$ cat src/rtl/core/scaled_decimal_to_float32_macros.svh
// ---------------------------------------------------------------------------
// Assertion macros for the scaled decimal to float32 block
// Shared wrappers for the concurrent checks.
// ---------------------------------------------------------------------------
`ifndef SCALED_DECIMAL_TO_FLOAT32_MACROS_SVH
`define SCALED_DECIMAL_TO_FLOAT32_MACROS_SVH

// same-cycle implication
`define SDF_ASSERT_NOW(lbl, ante, cons, msg) \
    lbl: assert property (@(posedge i_clk) disable iff (!i_rst_n) (ante) |-> (cons)) \
        else $error(msg);

// next-cycle implication
`define SDF_ASSERT_NEXT(lbl, ante, cons, msg) \
    lbl: assert property (@(posedge i_clk) disable iff (!i_rst_n) (ante) |=> (cons)) \
        else $error(msg);

`endif

$ cat src/rtl/core/sdf_pkg.sv
// ---------------------------------------------------------------------------
// sdf_pkg
// Types, constants and power-of-ten tables for the decimal to float32 pipe.
// ---------------------------------------------------------------------------
package sdf_pkg;

    localparam int unsigned MagW    = 96;
    localparam int unsigned RemW    = MagW + 1;
    localparam int unsigned LeadW   = 7;
    localparam int unsigned ScaleW  = 8;
    localparam int unsigned ExpW    = 9;
    localparam int unsigned QuoW    = 26;
    localparam int unsigned MaxScale = 28;
    localparam int unsigned TabIdxW = 5;
    localparam logic [ExpW-1:0] Bias = 9'd127;

    typedef logic [MagW-1:0]  t_dn_tab [0:MaxScale];
    typedef logic [LeadW-1:0] t_k_tab  [0:MaxScale];

    typedef struct packed {
        logic [MagW-1:0]   mant;
        logic [ScaleW-1:0] scale;
        logic              neg;
    } t_in;

    typedef struct packed {
        logic [MagW-1:0]  mant;
        logic [LeadW-1:0] lead;
        logic [TabIdxW-1:0] idx;
        logic             neg;
        logic             bad;
        logic             zero;
    } t_lead;

    typedef struct packed {
        logic [RemW-1:0]       rem;
        logic [MagW-1:0]       dn;
        logic [QuoW-1:0]       quo;
        logic signed [ExpW-1:0] expo;
        logic                  neg;
        logic                  bad;
        logic                  zero;
    } t_div;

    typedef struct packed {
        logic [31:0] float_bits;
        logic        bad_scale;
    } t_res;

    function automatic t_dn_tab f_build_dn();
        t_dn_tab         tab;
        logic [MagW-1:0] d;
        int              k;
        d = MagW'(1);
        for (int s = 0; s <= int'(MaxScale); s++) begin
            k = 0;
            for (int b = 0; b < int'(MagW); b++) begin
                if (d[b]) k = b;
            end
            tab[s] = d << (int'(MagW) - 1 - k);
            d = MagW'(d * MagW'(10));
        end
        return tab;
    endfunction

    function automatic t_k_tab f_build_k();
        t_k_tab          tab;
        logic [MagW-1:0] d;
        int              k;
        d = MagW'(1);
        for (int s = 0; s <= int'(MaxScale); s++) begin
            k = 0;
            for (int b = 0; b < int'(MagW); b++) begin
                if (d[b]) k = b;
            end
            tab[s] = LeadW'(k);
            d = MagW'(d * MagW'(10));
        end
        return tab;
    endfunction

    localparam t_dn_tab DnTab = f_build_dn();
    localparam t_k_tab  KTab  = f_build_k();

endpackage

$ cat src/rtl/core/sdf_div_step.sv
// ---------------------------------------------------------------------------
// sdf_div_step
// One restoring division step: one quotient bit per register stage.
// ---------------------------------------------------------------------------
module sdf_div_step (
    input  logic          i_clk,
    input  logic          i_rst_n,
    input  logic          i_vld,
    output logic          o_rdy,
    input  sdf_pkg::t_div i_data,
    output logic          o_vld,
    input  logic          i_rdy,
    output sdf_pkg::t_div o_data
);

    logic                        r_vld;
    sdf_pkg::t_div               r_d, n_d;
    logic                        w_en, w_ge;
    logic [sdf_pkg::RemW-1:0]    w_diff, w_sel;

    assign w_en  = !r_vld || i_rdy;
    assign o_rdy = w_en;

    always_comb begin
        w_diff = i_data.rem - {1'b0, i_data.dn};
        w_ge   = (i_data.rem >= {1'b0, i_data.dn});
        w_sel  = w_ge ? w_diff : i_data.rem;
        n_d     = i_data;
        n_d.rem = {w_sel[sdf_pkg::RemW-2:0], 1'b0};
        n_d.quo = {i_data.quo[sdf_pkg::QuoW-2:0], w_ge};
    end

    always_ff @(posedge i_clk) begin
        if (!i_rst_n) begin
            r_vld <= 1'b0;
        end else if (w_en) begin
            r_vld <= i_vld;
        end
        if (w_en) r_d <= n_d;
    end

    assign o_vld  = r_vld;
    assign o_data = r_d;

endmodule

$ cat config.mk
export PLATFORM = sky130hd
export DESIGN_NAME = sdf_div_step
export DESIGN_NICKNAME = d
export VERILOG_FILES = /design/src/rtl/core/scaled_decimal_to_float32_macros.svh /design/src/rtl/core/sdf_pkg.sv /design/src/rtl/core/sdf_div_step.sv
export SDC_FILE = /design/constraint.sdc
export NUM_CORES = 1
export LEC_CHECK = 0
export BUFFER_PORTS_ARGS = -buffer_cell sky130_fd_sc_hd__buf_2
export CORE_ASPECT_RATIO = 1.25
export CORE_MARGIN = 2
export CORE_UTILIZATION = 40
export CTS_BUF_LIST = sky130_fd_sc_hd__clkbuf_8 sky130_fd_sc_hd__clkbuf_16
export DETAILED_ROUTE_END_ITERATION = 10
export SLEW_MARGIN = 0
export SYNTH_ARGS = -nofsm -noshare
export SYNTH_HDL_FRONTEND = slang
export SYNTH_SLANG_ARGS = --single-unit
$ cat constraint.sdc
create_clock -name i_clk -period 16 [get_ports i_clk]
set_input_delay 4 -clock i_clk [delete_from_list [all_inputs] [get_ports i_clk]]
set_output_delay 4 -clock i_clk [all_outputs]
set_load 0.05 [all_outputs]
## After elaboration in Yosys (flattened, before gate mapping)

Cells that the tools add are included.

| operators by class | value |
|---|---|
| add/sub/neg operators | 1 |
| order comparisons | 1 |
| mux-type cells | 1 |
| reduce and logical (&&, ||, !) cells | 2 |

Operators by type and width:

| kind | number |
|---|---|
| >= comparator 97 x 96 -> 1 bit | 1 |
| two-way mux 96 bit | 1 |
| subtractor 96 bit | 1 |
| logical NOT 1 bit | 1 |
| logical OR 1 bit | 1 |

| word-level totals | value |
|---|---|
| flip-flop bits (word level) | 231 |
| bits of input ports | 235 |

## Depth between registers and ports, before layout

| logic depth | value |
|---|---|
| depth after elaboration | 2 |
| mapped depth | 16 |

## Worst setup path after synthesis

OpenSTA, ideal clock, no wires.

| timing | value |
|---|---|
| path type | input -> output |
| start point | input i_rdy |
| end point | output o_rdy |
| arrival time | 9871 ps |
| data required time | 12000 ps |
| path slack | 2129 ps |
| cell stages on the path | 1 |
| path buffers | 0 |
| path through | nand2b_1 |

| on the way | value |
|---|---|
| cells in the longest elaborated chain, start to end | 1 |

RTL lines:

| element | RTL line | text |
|---|---|---|
| start, declared | sdf_div_step.sv:12 | `input logic i_rdy,` |
| logical OR 1 bit | sdf_div_step.sv:21 | `assign w_en = !r_vld \|\| i_rdy;` |
| end, declared | sdf_div_step.sv:9 | `output logic o_rdy,` |

Every way passes these cells.

## Worst setup path in the final report

Ends and elaborated chain as after synthesis.

==> impl_metrics.yaml <==
die:
  core_mm2: 0.0379
  die_area_mm2: 0.0397
  rows: 80
  chipHeight_um: 222
  io_pins: 468
  start_util: 0.402
  die_x_um: 179
routing:
  first_iter_violations: 702
  vias: 13309
  ant_nets: 0
  drt_first_pass_iters: 7
  drc: 0
  drt_wl_total_mm: 50.6
  wl_per_cell_um: 20.6
  viasPerCell: 5.41
clock_tree:
  clk_pin_slew_ns: 0.06
  cts_tree: "done"
  cts_setup_buffers: 0
  cts_hold_buf: 0
  cts_resized: 0
  numCtsBuffers: 27
  clk_latency_ns: 0.59
  cts_max_level: 1
  cts_sinks: 231
  cts_buffer_depth: 3
  cts_root_buffer: "clkbuf_16"
synth:
  synth-async-reset-ratio: 0
  synthCells: 1500
  syn_area_per_cell_um2: 10.2
  yosysWarningCount: 0
  synthFlopType: "edfxtp_1"
  ys_seq_area_frac: 0.454
  synth-seq-cells: 231
  ys_types: 91
  synth_edf_count: 230
  netlist_area_mm2: 0.0153
  syn-num-nets: 1832
placement:
  placed_cell_area_mm2: 0.0179
  hpwl_mm: 40.0
  portBuffers: 465
  place_congestion: 0.941
  dp_slack_ns: 7.02
power_and_ir_drop:
  p_leak_nw: 8.38
  intPower_mw: 1.36
  p_clk_frac: 0.298
  pwr-share-seq: 0.353
  total_power_mw: 2.20
  powerDensity_mw_per_mm2: 117
  power_frac_comb: 0.350
  switchingPower_mw: 0.843
  swShare: 0.383
  vdd_drop_max_v: 0.0000805
worst_setup_path:
  cp_max_fo: 34
  r2r_setup_slack_ns: 13.22
  path_class: "input port to output port"
  ff2ff_path_depth: 3
  cp_data_required_time_ns: 12.00
  slowest_delay_ns: 0.48
  crit_path_cell_trace: "buf_2, nand2b_4, buf_2"
  crit_top_cell: "buf_2"
  critPathLaunchType: "input port"
  cpMaxStageDelayCell: "nand2b_4"
  critPathArrivalTime_ns: 4.98
  end_kind: "output port"
timing:
  fin_crit_sh: 0.561
  max_freq_mhz: 111
  drv_slew: 0
  rsz0062_at_grt: "false"
  worst_clock_skew_ns: 0.0288
  maxSlewHeadroom: 0.261
  hold_violations: 0
  setup_ws_ns: 7.02
  worst_pin_slew_ns: 1.09
  finalSetupViolations: 0
  setup_tns_ns: 0
  min_period_ns: 8.98
final_layout:
  area_growth_pct: 23.8
  ff_latch_area_mm2: 0.00693
  multi_input_area_mm2: 0.00751
  drive_gt1_frac: 0.320
  fill_cells: 3663
  nNetsFinal: 2272
  stdcell_area_mm2: 0.0189
grt:
  grt.overflow.total: 0
  first_global_vias: 13090
  grt_max_degree: 70
  grt_pass1_wl_mm: 74.5
  antenna_found_initial: 10
  grt_util_all_layers: 0.245
status:
  status: "finished clean"
flow_run:
  maxCapViolations: 0
hold_path:
  holdPathStages: 1
  hold_path.class: "register to register"
flip-flops by register name, summed over array words and instances, names as in the netlist:
register  cells
o_data      230
o_vld         1
cell usage in the layout (no fill, tap or decap), types with 10 or more instances in the layout:
cell type  instances
clkbuf_16         27
ha_1              96
a21boi_0          11
a21oi_1          140
xor2_1            21
o21ai_0           77
inv_1            132
a211oi_1          10
and3_1            10
nor2_1           101
nor3_1            25
o31ai_1           15
nand2_1          119
nor2b_1           12
xnor2_1           56
nor4_1            12
mux2_2            60
nand3_1           57
a21o_1            30
nand4_1           35
buf_2            465
o21bai_1          30
edfxtp_1         230
a31oi_1           10
o21a_1            14
Yosys cell counts, types with 11 or more instances:
cell type  number  area [µm²]
o21ai_0        77         385
nor2_1        101         379
nand4_1        35         219
nand3_1        57         285
o31ai_1        15         113
nor4_1         13        81.3
o21a_1         14         105
clkbuf_1       16        60.1
nor3_1         25         125
a21o_1         30         225
nor2b_1        12        75.1
ha_1           96        1200
xnor2_1        56         490
xor2_1         21         184
edfxtp_1      230        6910
a21oi_1       140         701
nand2_1       119         447
a21boi_0       11        82.6
mux2_2         60         676
buf_2          26         130
o21bai_1       30         225
inv_1         132         495
per-layer routing:
metal  vias up  global-route usage  share of wire
li1       6439                   -              -
met1      6299               0.286           0.39
met2       477               0.444           0.51
met3        88              0.0452          0.071
met4         6              0.0873          0.035
met5         -                   0        0.00067
path summary, 6_finish.rpt:
check	start	to
worst min-delay path	o_vld	o_data[106]
worst min register to register	o_vld	o_data[106]
worst max register to register	o_vld	o_data[159]
worst max-delay path	i_rdy	o_rdy
cells by family after synthesis:
| group | count (synthesis) | synth area share |
|---|---|---|
| fa+ha+maj | 97 | 0.0801 |
| mux | 72 | 0.0545 |
| other cells | 1 | 0.000246 |
| buf+inv | 193 | 0.0543 |
| simple gates | 425 | 0.138 |
| compound gates | 404 | 0.175 |
| flops | 231 | 0.454 |
| xor+xnor | 77 | 0.0442 |
power groups by stage:
stage | Clock, mW | Combinational [mW] | Sequential, mW
global route | 0.692 | 0.818 | 0.785
detailed placement | 0 | 0.766 | 0.790
finish | 0.655 | 0.770 | 0.777
CTS | 0.673 | 0.770 | 0.779
global placement | 0 | 0.764 | 0.789
floorplan | 0 | 0.296 | 1.07
cell type report:
class                      count  area share
inverter                     133      0.0266
sequential                   231       0.367
multi-input combinational   1076       0.398
tap                          492      0.0326
timing repair buffer         471       0.126
antenna                        7    0.000928
clock buffer                  27      0.0358
clock inverter                23      0.0138
critical path, delay by kind of cell:
family	cells	cell delay, ns
AND/OR/NAND/NOR	1	0.48
buffers and inverters	2	0.45
metrics by stage:
stage          std cells  hold WS, ns  utilization
2_1_floorplan       1500         4.10            -
3_3_place_gp        2403         1.02        0.473
3_5_place_dp        2403         1.03        0.473
4_1_cts             2453         1.02        0.497
5_1_grt             2456         1.07        0.497
6_report            2460         1.00        0.498
Power figures use the tool's default switching activity.
