$ cat config.mk
export PLATFORM = sky130hd
export DESIGN_NAME = sdf_round
export DESIGN_NICKNAME = d
export VERILOG_FILES = /design/src/rtl/core/scaled_decimal_to_float32_macros.svh /design/src/rtl/core/sdf_pkg.sv /design/src/rtl/core/sdf_round.sv
export SDC_FILE = /design/constraint.sdc
export NUM_CORES = 1
export LEC_CHECK = 0
export ABC_AREA = 1
export BUFFER_PORTS_ARGS = -buffer_cell sky130_fd_sc_hd__buf_2
export CORE_AREA = 2 2 105 107
export CTS_BUF_LIST = sky130_fd_sc_hd__clkbuf_8 sky130_fd_sc_hd__clkbuf_16
export DETAILED_ROUTE_END_ITERATION = 16
export DIE_AREA = 0 0 107 109
export PLACE_DENSITY = 0.69
export SLEW_MARGIN = 0
export SYNTH_ARGS = -nofsm -noshare
export SYNTH_HDL_FRONTEND = slang
export SYNTH_SLANG_ARGS = --single-unit
$ cat constraint.sdc
create_clock -name i_clk -period 5.25 [get_ports i_clk]
set_clock_uncertainty 0.2 [all_clocks]
set_input_delay 0 -clock i_clk [delete_from_list [all_inputs] [get_ports i_clk]]
set_output_delay 0 -clock i_clk [all_outputs]
set_load 0.05 [all_outputs]
$ cat src/rtl/core/scaled_decimal_to_float32_macros.svh
// ---------------------------------------------------------------------------
// Assertion macros for the scaled decimal to float32 block
// Shared wrappers for the concurrent checks.
// ---------------------------------------------------------------------------
`ifndef SCALED_DECIMAL_TO_FLOAT32_MACROS_SVH
`define SCALED_DECIMAL_TO_FLOAT32_MACROS_SVH

// same-cycle implication
`define SDF_ASSERT_NOW(lbl, ante, cons, msg) \
    lbl: assert property (@(posedge i_clk) disable iff (!i_rst_n) (ante) |-> (cons)) \
        else $error(msg);

// next-cycle implication
`define SDF_ASSERT_NEXT(lbl, ante, cons, msg) \
    lbl: assert property (@(posedge i_clk) disable iff (!i_rst_n) (ante) |=> (cons)) \
        else $error(msg);

`endif

$ cat src/rtl/core/sdf_pkg.sv
// ---------------------------------------------------------------------------
// sdf_pkg
// Types, constants and power-of-ten tables for the decimal to float32 pipe.
// ---------------------------------------------------------------------------
package sdf_pkg;

    localparam int unsigned MagW    = 96;
    localparam int unsigned RemW    = MagW + 1;
    localparam int unsigned LeadW   = 7;
    localparam int unsigned ScaleW  = 8;
    localparam int unsigned ExpW    = 9;
    localparam int unsigned QuoW    = 26;
    localparam int unsigned MaxScale = 28;
    localparam int unsigned TabIdxW = 5;
    localparam logic [ExpW-1:0] Bias = 9'd127;

    typedef logic [MagW-1:0]  t_dn_tab [0:MaxScale];
    typedef logic [LeadW-1:0] t_k_tab  [0:MaxScale];

    typedef struct packed {
        logic [MagW-1:0]   mant;
        logic [ScaleW-1:0] scale;
        logic              neg;
    } t_in;

    typedef struct packed {
        logic [MagW-1:0]  mant;
        logic [LeadW-1:0] lead;
        logic [TabIdxW-1:0] idx;
        logic             neg;
        logic             bad;
        logic             zero;
    } t_lead;

    typedef struct packed {
        logic [RemW-1:0]       rem;
        logic [MagW-1:0]       dn;
        logic [QuoW-1:0]       quo;
        logic signed [ExpW-1:0] expo;
        logic                  neg;
        logic                  bad;
        logic                  zero;
    } t_div;

    typedef struct packed {
        logic [31:0] float_bits;
        logic        bad_scale;
    } t_res;

    function automatic t_dn_tab f_build_dn();
        t_dn_tab         tab;
        logic [MagW-1:0] d;
        int              k;
        d = MagW'(1);
        for (int s = 0; s <= int'(MaxScale); s++) begin
            k = 0;
            for (int b = 0; b < int'(MagW); b++) begin
                if (d[b]) k = b;
            end
            tab[s] = d << (int'(MagW) - 1 - k);
            d = MagW'(d * MagW'(10));
        end
        return tab;
    endfunction

    function automatic t_k_tab f_build_k();
        t_k_tab          tab;
        logic [MagW-1:0] d;
        int              k;
        d = MagW'(1);
        for (int s = 0; s <= int'(MaxScale); s++) begin
            k = 0;
            for (int b = 0; b < int'(MagW); b++) begin
                if (d[b]) k = b;
            end
            tab[s] = LeadW'(k);
            d = MagW'(d * MagW'(10));
        end
        return tab;
    endfunction

    localparam t_dn_tab DnTab = f_build_dn();
    localparam t_k_tab  KTab  = f_build_k();

endpackage

$ cat src/rtl/core/sdf_round.sv
// ---------------------------------------------------------------------------
// sdf_round
// Round to nearest even, pack the float and hold it in the output register.
// ---------------------------------------------------------------------------
module sdf_round (
    input  logic          i_clk,
    input  logic          i_rst_n,
    input  logic          i_vld,
    output logic          o_rdy,
    input  sdf_pkg::t_div i_data,
    output logic          o_vld,
    input  logic          i_rdy,
    output sdf_pkg::t_res o_data
);

    logic                       r_vld;
    sdf_pkg::t_res              r_res, n_res;
    logic                       w_en;
    logic [22:0]                w_frac;
    logic                       w_guard, w_sticky, w_up;
    logic [sdf_pkg::ExpW-1:0]   w_biased;
    logic [30:0]                w_mag;

    assign w_en  = !r_vld || i_rdy;
    assign o_rdy = w_en;

    always_comb begin
        if (i_data.quo[sdf_pkg::QuoW-1]) begin
            w_frac   = i_data.quo[24:2];
            w_guard  = i_data.quo[1];
            w_sticky = i_data.quo[0] || (i_data.rem != '0);
            w_biased = i_data.expo + sdf_pkg::Bias;
        end else begin
            w_frac   = i_data.quo[23:1];
            w_guard  = i_data.quo[0];
            w_sticky = (i_data.rem != '0);
            w_biased = i_data.expo + sdf_pkg::Bias - sdf_pkg::ExpW'(1);
        end
        w_up  = w_guard && (w_sticky || w_frac[0]);
        w_mag = {w_biased[7:0], w_frac} + 31'(w_up);
        n_res.bad_scale = i_data.bad;
        if (i_data.bad || i_data.zero) begin
            n_res.float_bits = {i_data.neg, 31'd0};
        end else begin
            n_res.float_bits = {i_data.neg, w_mag};
        end
    end

    always_ff @(posedge i_clk) begin
        if (!i_rst_n) begin
            r_vld <= 1'b0;
        end else if (w_en) begin
            r_vld <= i_vld;
        end
        if (w_en) r_res <= n_res;
    end

    assign o_vld  = r_vld;
    assign o_data = r_res;

endmodule

Word-level counts from Yosys, hierarchy flattened
Cells that the tools add are included.
{ "classes": {"addsub": 3, "mux": 4, "reduce_logical": 7} }
{ "ops": {"columns": ["op", "count"], "rows": [
  ["nonzero test 97 bit", 1],
  ["adder 31 x 1 -> 31 bit", 1],
  ["two-way mux 23 bit", 1],
  ["adder 8 x 7 -> 8 bit, second input constant", 1],
  ["two-way mux 8 bit", 1],
  ["subtractor 8 x 1 -> 8 bit, second input constant", 1],
  ["logical OR 1 bit", 4],
  ["two-way mux 1 bit", 2],
  ["logical AND 1 bit", 1],
  ["logical NOT 1 bit", 1]
]} }
{ "totals": {"ff_bits": 34, "out_inout_bits": 35, "wordCells": 18} }

Logic depth before layout (Yosys ltp)
Gate-level depths: netlist (run 1).
{ "depth": {"word_depth": 6, "depth_mapped": 17, "mapped_depth_nobuf": 16} }

Worst setup path before layout (run 1)
No wires, ideal clock.
{ "synth_path": {"path_kind": "register to register", "from": "reg r_vld, in the netlist o_vld", "to": "reg r_res (netlist bit o_data[0]), enable pin", "setup_ns": 0.593, "arrival_time_ns": 1.573, "required_time_ns": 4.457, "setup_slack_ns": 2.884, "path_stages_with_launch": 2, "n_path_buf": 0, "period_less_slack_ns": 2.366, "path_cell_list": "dfxtp_1 > nand2_1"} }
{ "synth_via": {"elab_chain_len": 2} }
{ "synth_rtl": {"columns": ["element", "line", "rtl"], "rows": [
  ["start, declared", "sdf_round.sv:16", "logic r_vld;"],
  ["start signal, assigned", "sdf_round.sv:53", "r_vld <= i_vld;"],
  ["logical NOT 1 bit", "sdf_round.sv:24", "assign w_en = !r_vld || i_rdy;"],
  ["logical OR 1 bit", "sdf_round.sv:24", null],
  ["net o_rdy", "sdf_round.sv:9", "output logic o_rdy,"],
  ["end signal, assigned", "sdf_round.sv:55", "if (w_en) r_res <= n_res;"],
  ["end, declared", "sdf_round.sv:17", "sdf_pkg::t_res r_res, n_res;"]
]} }
The timed path passes the listed nets, and every way through them passes these cells.
A chain may end at the register's enable or synchronous reset.

Worst setup path after layout (run 1)
{ "layout_path": {"from": "in i_data[37] in the netlist's numbering", "to": "reg r_res (netlist bit o_data[30]) (data pin)"} }
{ "layout_via": {"elab_chain_len": 4} }
{ "layout_rtl": {"columns": ["element", "line", "rtl"], "rows": [
  ["start, declared", "sdf_round.sv:10", "input sdf_pkg::t_div i_data,"],
  ["two-way mux 1 bit or two-way mux 23 bit (tied branches)", "sdf_round.sv:28", "if (i_data.quo[sdf_pkg::QuoW-1]) begin"],
  ["logical OR 1 bit", "sdf_round.sv:39", "w_up = w_guard && (w_sticky || w_frac[0]);"],
  ["logical AND 1 bit", "sdf_round.sv:39", null],
  ["adder 31 x 1 -> 31 bit *", "sdf_round.sv:40", "w_mag = {w_biased[7:0], w_frac} + 31'(w_up);"]
]} }
Every way passes the cells marked *; elsewhere a longest branch is shown, timed or not.

==> results of run 1 <==
[cells by family after synthesis]
kind of cell | count (synthesis) | share of synthesized area
simple gates | 256 | 0.411
compound gates | 72 | 0.129
flops | 34 | 0.332
buf+inv | 67 | 0.0987
xor+xnor | 3 | 0.00864
fa+ha+maj | 5 | 0.0206
[stage by stage]
step | instance area [sq um] | power (uW) | std cells | hold slack (ps)
6_report | 4220 | 828 | 761 | 4.11
3_3_place_gp | 4010 | 605 | 742 | -23.1
5_1_grt | 4210 | 876 | 759 | 23.7
3_5_place_dp | 4010 | 607 | 742 | -15.7
4_1_cts | 4210 | 834 | 759 | 5.01
2_1_floorplan | 3040 | 516 | 437 | -101
[cells in the final DEF (no fill, tap or decap), types with 2 or more instances in the layout]
cell type      synthesis  routed
a21oi_1               26      26
nor4_1                12      12
nand2_1              101     101
nor2_2                 6       6
nor2_1                64      64
o21ai_1                8       8
nand3_1               23      23
nand3b_1               3       3
buf_2                  2     172
nand2_4                4       4
or2_2                  2       2
or2_1                  2       2
nor2_4                 7       7
o21a_1                 2       2
o21ai_2                6       6
nor3_1                 7       7
buf_4                  0       2
diode_2                0       2
xnor2_1                3       3
inv_1                 53      53
nor3_2                 2       2
nand2_2               11      11
ha_1                   5       5
clkbuf_8               0       8
nand4_1                9       9
inv_2                  5       5
edfxtp_1              33      33
dlygate4sd3_1          0       9
o21ai_0               28      28
[flip-flops by register name, indices dropped and copies added (netlist names)]
name	cells
o_data	33
o_vld	1
[cell usage after synthesis, types with 7 or more instances]
| cell | instances | area, sq um |
|---|---|---|
| o21ai_0 | 28 | 140 |
| nor2_1 | 64 | 240 |
| nand3_1 | 23 | 115 |
| a21oi_1 | 26 | 130 |
| nor2_4 | 7 | 78.8 |
| nand2_1 | 101 | 379 |
| nor4_1 | 12 | 75.1 |
| nand2_2 | 11 | 68.8 |
| nand4_1 | 9 | 56.3 |
| inv_1 | 53 | 199 |
| nor3_1 | 7 | 35.0 |
| edfxtp_1 | 33 | 991 |
| o21ai_1 | 8 | 40.0 |
[power groups by stage]
| stage | Sequential (uW) | Clock (uW) | Combinational, uW |
|---|---|---|---|
| after floorplan | 406 | 0 | 110 |
| after global placement | 330 | 0 | 275 |
| after detailed placement | 330 | 0 | 276 |
| after CTS | 325 | 226 | 283 |
| after global routing | 327 | 237 | 312 |
| final | 324 | 222 | 281 |
[critical path, cell delays in order]
cell and delay [ps]:
buf_2 550, inv_1 520, o21ai_0 680, nand3_1 270, nor2_2 200, nand3_1 110, nor2_2 110, nand2_1 60
nand2_1 50, nor2_1 40
[timing repair]
action                                 in CTS  in global routing
setup buffers                               0                  0
endpoints found under the hold margin       9                  0
hold buffers                                9                  0
[layout make-up]
cell class                      count  area [sq um]
Clock buffer                        8           110
Antenna cell                        2          5.00
Sequential cell                    34          1010
Tap cell                          140           175
Timing Repair Buffer              183           966
Fill cell                        1136          6390
Inverter                           58           218
Multi-Input combinational cell    336          1730
[routing by layer]
layer,wire length (um),global-route usage,vias up
li1,-,-,1816
met1,4000,0.199,1397
met2,3910,0.255,112
met3,838,0.0526,18
met4,175,0.0538,2
met5,11,0,-
[final timing paths]
| kind | startpoint | to | depth (start not counted) |
|---|---|---|---|
| worst max-delay path | i_data[37] | o_data[30] | 10 |
| worst min-delay path | i_data[15] | o_data[3] | 4 |
| worst max register to register | o_vld | o_vld | 3 |
| worst min register to register | o_vld | o_data[22] | 1 |
==> impl_metrics.yaml, run 1 <==
routing:
  drc: 0
  routed_wirelength_um: 8930
  ant_nets: 0
  dr.pass1.iters: 4
  viasPerCell: 4.40
  first_iter_violations: 161
  wl_per_cell_um: 11.7
  vias: 3345
synth:
  yosys_warnings: 0
  synthArstFlopShare: 0
  synth_ff_type: "edfxtp_1"
  synth_cells: 437
  synth-seq-cells: 34
  yosysSeqAreaShare: 0.332
  syn_area_per_cell_sq_um: 6.96
  synth_cell_types: 34
  synth_enable_flop_cells: 33
  netlist_area_sq_um: 3040
  synth_nets: 677
power_and_ir_drop:
  internal_power_uw: 544
  p_comb_frac: 0.340
  sw_frac_of_total: 0.343
  ir_worst_vdd_uv: 96.9
  p_sw_uw: 284
  p_leak_uw: 0.00212
  clkPwrFrac: 0.268
  pwr-share-seq: 0.392
  p_per_area_nw_per_um2: 196
global_routing:
  grt_overflow_total: 0
  grt_use_total: 0.158
  antenna_found_initial: 1
  grt_max_degree: 39
  grt_pass1_vias: 3228
  grt_pass1_wl_um: 14700
place:
  dp_slack_ps: 2220
  dpl.hpwl_um: 7500
  port-buffer-count: 172
  place_congestion: 0.862
clocking:
  cts.repair.resized: 0
  h-tree-depth: 2
  cts_sinks: 34
  cts_tree: "yes"
  cts.clk_slew.worst_paths_ps: 70
  cts-root-buf: "clkbuf_8"
  numCtsBuffers: 5
  cts_buffer_depth: 2
  clock_latency_ps: 280
run_status:
  run_status: "finished, final reports clean"
sta:
  rsz0062_at_grt: "false"
  max_freq_mhz: 362
  fin_tns_setup_ps: 0
  finalHoldViolCount: 0
  worst_slew_pin_slew_ps: 715
  period_share: 0.526
  setup_viol: 0
  slew_viol_final: 0
  slew_headroom: 0.523
  setup_ws_ps: 2490
  min_period_ps: 2760
job:
  max_cap_viol_count: 0
setup_path:
  required_ps: 5090
  r2r_slack_ps: 3540
  critPathCaptureType: "flip-flop"
  start_kind: "primary input"
  cp_max_fo: 38
  worstSetupPathType: "primary input to flip-flop"
  worst_ep_arrival_time_ps: 2600
finish:
  post-route-util: 0.398
  drive_above_1_share: 0.368
  layout.nets: 858
  area_delta_synth_final_pct: 38.6
floorplanning:
  core_area_sq_um: 10600
  start_util: 0.287
  die_area_sq_um: 11700
  die_x_um: 107
  die_y_um: 109
  rows: 38
  ios: 270
hold_path:
  hold_path.class: "primary input to flip-flop"
(Power assumes the default switching activity.)
==> run 2: changes to the inputs <==
ABC_AREA = 0   (was 1)
PLACE_DENSITY = 0.71   (was 0.69)
clock period = 2.41 ns   (was 5.25 ns; I/O delays follow)
==> run 2 against run 1 <==
  * Total power is 130% higher
  * Sequential share of layout area is 0.93 points lower
  * Global-route usage is 1.1 points higher
  * Via count is 0.21% lower
  * Design area is 4.0% higher
  * Critical path type unchanged
  * Cell count is 11% lower
  * Flip-flop and latch count stayed put
  * Sequential power is 120% higher
  * Hold slack better by 4.3 ps
  * Die area stayed put
  * Clock power is 140% higher
  * Utilization is 1.6 points higher
==> impl_metrics.yaml, run 2 <==
floorplanning:
  die_area_sq_um: 11700
  start_util: 0.276
  core_area_sq_um: 10600
  rows: 38
  die_x_um: 107
  ios: 270
  die_y_um: 109
global_routing:
  grt_max_degree: 36
  grt_pass1_vias: 3264
  antenna_found_initial: 0
  grt_pass1_wl_um: 15500
  grt_overflow_total: 0
  grt_use_total: 0.169
clocking:
  cts-root-buf: "clkbuf_8"
  cts_sinks: 34
  cts_tree: "yes"
  h-tree-depth: 2
  clock_latency_ps: 280
  cts_buffer_depth: 2
  numCtsBuffers: 5
  cts.clk_slew.worst_paths_ps: 80
sta:
  worst_slew_pin_slew_ps: 878
  slew_viol_final: 0
  period_share: 0.931
  fin_tns_setup_ps: 0
  slew_headroom: 0.415
  hold_slack_ps: 8.43
  setup_viol: 0
  max_freq_mhz: 446
  min_period_ps: 2240
  finalHoldViolCount: 0
  setup_ws_ps: 167
  rsz0062_at_grt: "false"
finish:
  mostFrequentLayoutCells: "172 x buf_2, 36 x buf_4, 33 x edfxtp_1"
  drive_above_1_share: 0.428
  largest_reg_flops: 33
  stdcell_area_sq_um: 4390
  layout.nets: 776
  post-route-util: 0.414
  fill_cells: 1104
  area_delta_synth_final_pct: 50.0
  diodes: 0
  final_common_cell: "buf_2"
power_and_ir_drop:
  p_leak_uw: 0.00197
  p_per_area_nw_per_um2: 429
  ir_worst_vdd_uv: 293
routing:
  vias: 3338
  routed_wirelength_um: 9970
  drc: 0
  viasPerCell: 4.93
  dr.pass1.iters: 6
  wl_per_cell_um: 14.7
  ant_nets: 0
  first_iter_violations: 81
synth:
  synth-seq-cells: 34
  synth_ff_type: "edfxtp_1"
  yosys.area.top_type: "edfxtp_1"
  synthArstFlopShare: 0
  yosys_warnings: 0
  synth_nets: 567
  synth_enable_flop_cells: 33
  yosysMostFrequentCell: "edfxtp_1"
  synth_commonest_cells: "33 x edfxtp_1, 32 x nor2_1, 28 x nor4_1, 22 x xnor2_1, 20 x xor2_1"
  synth_area_leaders: "edfxtp_1 34%, xnor2_1 6.6%, mux2i_1 6.2%"
  netlist_area_sq_um: 2920
  synth_cells: 327
  synth_cell_types: 47
  yosysSeqAreaShare: 0.346
  syn_area_per_cell_sq_um: 8.94
  yosys.area.top_type_share: 0.339
run_status:
  run_status: "finished, final reports clean"
setup_path:
  cp_max_fo: 4
  start_kind: "primary input"
  critPathCaptureType: "flip-flop"
  worst_ep_arrival_time_ps: 2180
  worstSetupPathType: "primary input to flip-flop"
  required_ps: 2350
place:
  place_area_sq_um: 4210
  dp_slack_ps: -158
  port-buffer-count: 172
  place_congestion: 0.824
  dpl.hpwl_um: 8350
job:
  max_cap_viol_count: 0
hold_path:
  hold_path.class: "primary input to flip-flop"
==> run 2: changes by cell type after synthesis, moves of 8 or more <==
| cell | previous run | this run |
|---|---|---|
| nand2_1 | 101 | 18 |
| nor4_1 | 12 | 28 |
| a211oi_1 | 0 | 9 |
| inv_1 | 53 | 12 |
| xor2_1 | 0 | 20 |
| nor2_1 | 64 | 32 |
| xnor2_1 | 3 | 22 |
| o21ai_1 | 8 | 0 |
| a21oi_1 | 26 | 8 |
| o21ai_0 | 28 | 8 |
| mux2i_1 | 0 | 18 |
| nand2_2 | 11 | 0 |
==> run 2: kinds of logic (layout without fill, tap and decap cells) <==
| group | Yosys count | count (layout) | share of synthesized area |
|---|---|---|---|
| simple gates | 152 | 152 | 0.286 |
| compound gates | 50 | 50 | 0.122 |
| xor+xnor | 42 | 42 | 0.126 |
| flops | 34 | 34 | 0.346 |
| buf+inv | 26 | 236 | 0.0377 |
| mux | 18 | 18 | 0.0616 |
| fa+ha+maj | 5 | 5 | 0.0214 |
==> run 2: final cells by class <==
class | count | area, sq um | area share
Inverter | 12 | 45.0 | 0.0103
Clock inverter | 3 | 40.0 | 0.00913
Timing Repair Buffer | 216 | 1220 | 0.278
Multi-Input combinational cell | 267 | 1830 | 0.416
Clock buffer | 5 | 68.8 | 0.0157
Sequential cell | 34 | 1010 | 0.230
Tap cell | 140 | 175 | 0.0399
==> run 2: report_power, final <==
group	switching, uW	internal, uW
registers	12.0	698
clock network	222	305
logic	399	246
==> run 2: critical path, stage by stage <==
cell and delay (ps):
dlygate4sd3_1 520, buf_2 150, nand2_1 90, a211oi_1 270, buf_4 160, nand4_2 110
a211o_1 260, or4b_1 470, a21oi_1 150
==> run 2: stage by stage <==
stage	cells	total power [uW]
final	677	1880
after floorplan	327	1100
after CTS	677	1890
after global placement	662	1350
after global routing	677	1970
after detailed placement	662	1360
==> run 2: what timing repair did <==
| item | in CTS | in global routing |
|---|---|---|
| hold endpoints to repair | 6 | 0 |
| setup buffers | 0 | 0 |
| hold buffers | 7 | 0 |
| resized for setup | 0 | 1 |
| endpoints found under the setup margin | 0 | 1 |
==> run 2: final timing paths <==
kind,start,to,slack [ps],cells past startpoint
worst max register to register,o_vld,o_vld,370,3
worst max-delay path,i_data[33],o_data[31],170,9
worst min register to register,o_vld,o_data[3],960,1
worst min-delay path,i_data[25],o_data[13],8,4
==> run 2: per-layer routing <==
| metal | wire, um | track usage | vias to the layer above |
|---|---|---|---|
| li1 | - | - | 1653 |
| met1 | 3790 | 0.182 | 1527 |
| met2 | 5440 | 0.346 | 150 |
| met3 | 614 | 0.0185 | 8 |
| met4 | 119 | 0.0464 | 0 |
| met5 | 0 | 0 | - |
==> run 3: changes to the inputs <==
BUFFER_PORTS_ARGS = default   (was -buffer_cell sky130_fd_sc_hd__buf_2)
CORE_AREA = 2 2 103 105   (was 2 2 105 107)
DIE_AREA = 0 0 105 107   (was 0 0 107 109)
DONT_BUFFER_PORTS = 1   (was default)
PLACE_DENSITY = 0.49   (was 0.71)
clock period = 2 ns   (was 2.41 ns; I/O delays follow)
==> run 3 against run 2 <==
  * The flow now finishes with violations (hold timing, setup timing)
  * Design area fell by 9.2%
  * Count of clock-buffer cells in the layout did not move
  * Combinational power fell by 33%
  * Clock power is 17% higher
  * Via count shrank 12%
  * Setup slack lost 210 ps
  * Global-route usage is 0.82 points higher
  * Wire length grew 4.9%
  * Sequential power rose by 49%
  * First-iteration DRC count grew 30%
  * Cell count down 21%
  * Total power is 12% higher
==> impl_metrics.yaml, run 3 (same netlist as run 2, synthesis figures left out) <==
clocking:
  cts_tree: "yes"
  cts.clk_slew.worst_paths_ps: 70
  clock_latency_ps: 270
  h-tree-depth: 2
  numCtsBuffers: 5
  cts_buffer_depth: 2
  cts-root-buf: "clkbuf_8"
  cts_sinks: 34
sta:
  max_freq_mhz: 489
  worst_slew_pin_slew_ps: 539
  slew_headroom: 0.642
  slew_viol_final: 0
  period_share: 1.02
  setup_viol: 1
  setup_ws_ps: -46.4
  min_period_ps: 2050
  hold_slack_ps: -70.3
  finalHoldViolCount: 5
  rsz0062_at_grt: "true"
power_and_ir_drop:
  p_comb_frac: 0.206
  p_sw_uw: 668
  clkPwrFrac: 0.293
  pwr-share-seq: 0.502
  internal_power_uw: 1440
  p_per_area_nw_per_um2: 529
  ir_worst_vdd_uv: 464
  p_leak_uw: 0.00144
  sw_frac_of_total: 0.317
setup_path:
  worstSetupPathType: "primary input to flip-flop"
  crit_path_max_incr_delay_ps: 520
  rr_endpoint: "o_vld"
  r2r_start: "o_vld"
  worst_ep_arrival_time_ps: 1990
  start_kind: "primary input"
  cp_max_fo: 4
  path_cells: "inv_1 > ha_1 > a21bo_2 > a2111oi_4 > a21oi_1 > o211a_1 > or4b_1 > a21oi_2"
  critPathCaptureType: "flip-flop"
  required_ps: 1940
  critPathSlowestCell: "or4b_1"
  r2r_cells: 4
  r2r_slack_ps: 410
routing:
  dr.pass1.iters: 5
  first_iter_violations: 105
  drc: 0
  vias: 2925
  viasPerCell: 5.45
  wl_per_cell_um: 19.5
  routed_wirelength_um: 10500
  ant_nets: 0
hold_path:
  whs_endpoint: "o_data[1]"
  min_from: "i_data[13]"
  hold_path.class: "primary input to flip-flop"
  hold_path_depth: 3
floorplanning:
  die_area_sq_um: 11200
  ios: 270
  core_area_sq_um: 10100
  die_y_um: 107
  rows: 37
  start_util: 0.290
  die_x_um: 105
finish:
  layout.nets: 639
  largest_reg_flops: 33
  area_delta_synth_final_pct: 36.2
  mostFrequentLayoutCells: "45 x dlygate4sd3_1, 33 x edfxtp_1, 32 x nor2_1, 32 x buf_4, 27 x nor4_1"
  final_common_cell: "dlygate4sd3_1"
  finalNonFillerCells: 537
  drive_above_1_share: 0.163
  stdcell_area_sq_um: 3980
global_routing:
  grt_pass1_vias: 2919
  grt_overflow_total: 0
  antenna_found_initial: 1
  grt_max_degree: 58
  grt_pass1_wl_um: 15300
  grt_use_total: 0.178
place:
  place_area_sq_um: 3320
  port-buffer-count: 0
  place_congestion: 0.945
  dpl.hpwl_um: 8010
  dp.cells: 482
run_status:
  run_status: "finished with violations"
  violations: "hold timing, setup timing"
job:
  max_cap_viol_count: 0
run 3: cell types whose count changed in the layout (fill, tap and decap cells not counted), sizes merged:
| cell | change |
|---|---|
| buf | -175 |
| clkinv | -2 |
| diode | +1 |
| dlygate4sd3 | +38 |
| inv | +2 |
run 3: final cells by class:
type / count / area, sq um
Antenna cell: 1 / 2.50
Clock buffer: 5 / 68.8
Clock inverter: 3 / 37.5
Fill cell: 1058 / 6110
Inverter: 12 / 45.0
Multi-Input combinational cell: 267 / 1930
Sequential cell: 34 / 1010
Tap cell: 136 / 170
Timing Repair Buffer: 79 / 722
run 3: worst max path at each step:
| stage | end | slack (ps) | depth (start not counted) | from |
|---|---|---|---|---|
| after global placement | o_data[31] | -340 | 8 | i_data[4] |
| final | o_data[31] | -50 | 8 | i_data[4] |
| after CTS | o_data[31] | -20 | 9 | i_data[37] |
| after floorplan | o_data[31] | -680 | 13 | i_data[37] |
| after detailed placement | o_data[31] | -450 | 8 | i_data[4] |
| after global routing | o_data[31] | -150 | 9 | i_data[37] |
run 3: what timing repair did:
action / in CTS / in global routing
setup buffers: 0 / 1
gates cloned: 0 / 0
hold buffers: 35 / 10
hold endpoints to repair: 29 / 8
pin swaps: 1 / 0
resized for setup: 7 / 11
setup endpoints to repair: 3 / 9
run 3: power groups by stage:
stage	Combinational [uW]	Sequential (uW)	Clock [uW]
finish	434	1060	617
floorplan	256	1070	0
CTS	403	1060	637
global placement	323	1070	0
global route	476	1060	668
detailed placement	326	1070	0
run 3: worst max-delay path: cells and delay by family:
| family | cells | cell delay (ps) |
|---|---|---|
| and+or+nand+nor | 1 | 520 |
| adders and majority gates | 1 | 170 |
| AOI/OAI and AO/OA | 5 | 1150 |
| buffers and inverters | 1 | 150 |
run 3: layer usage:
metal  vias up  global-route usage  wire [um]
li1       1384                   -          -
met2       152               0.351       5590
met5         -                   0          0
met4         0              0.0724        320
met1      1374               0.186       3840
met3        15              0.0261        707
run 3: per-stage QoR:
step | setup TNS, ps | total power, uW | setup WS (ps) | utilization
after floorplan | -6050 | 1330 | -682 | -
after CTS | -16.8 | 2100 | -16.8 | 0.378
final | -46.4 | 2110 | -46.4 | 0.395
after global placement | -1720 | 1400 | -342 | 0.329
after global routing | -329 | 2210 | -147 | 0.395
after detailed placement | -2220 | 1400 | -448 | 0.329
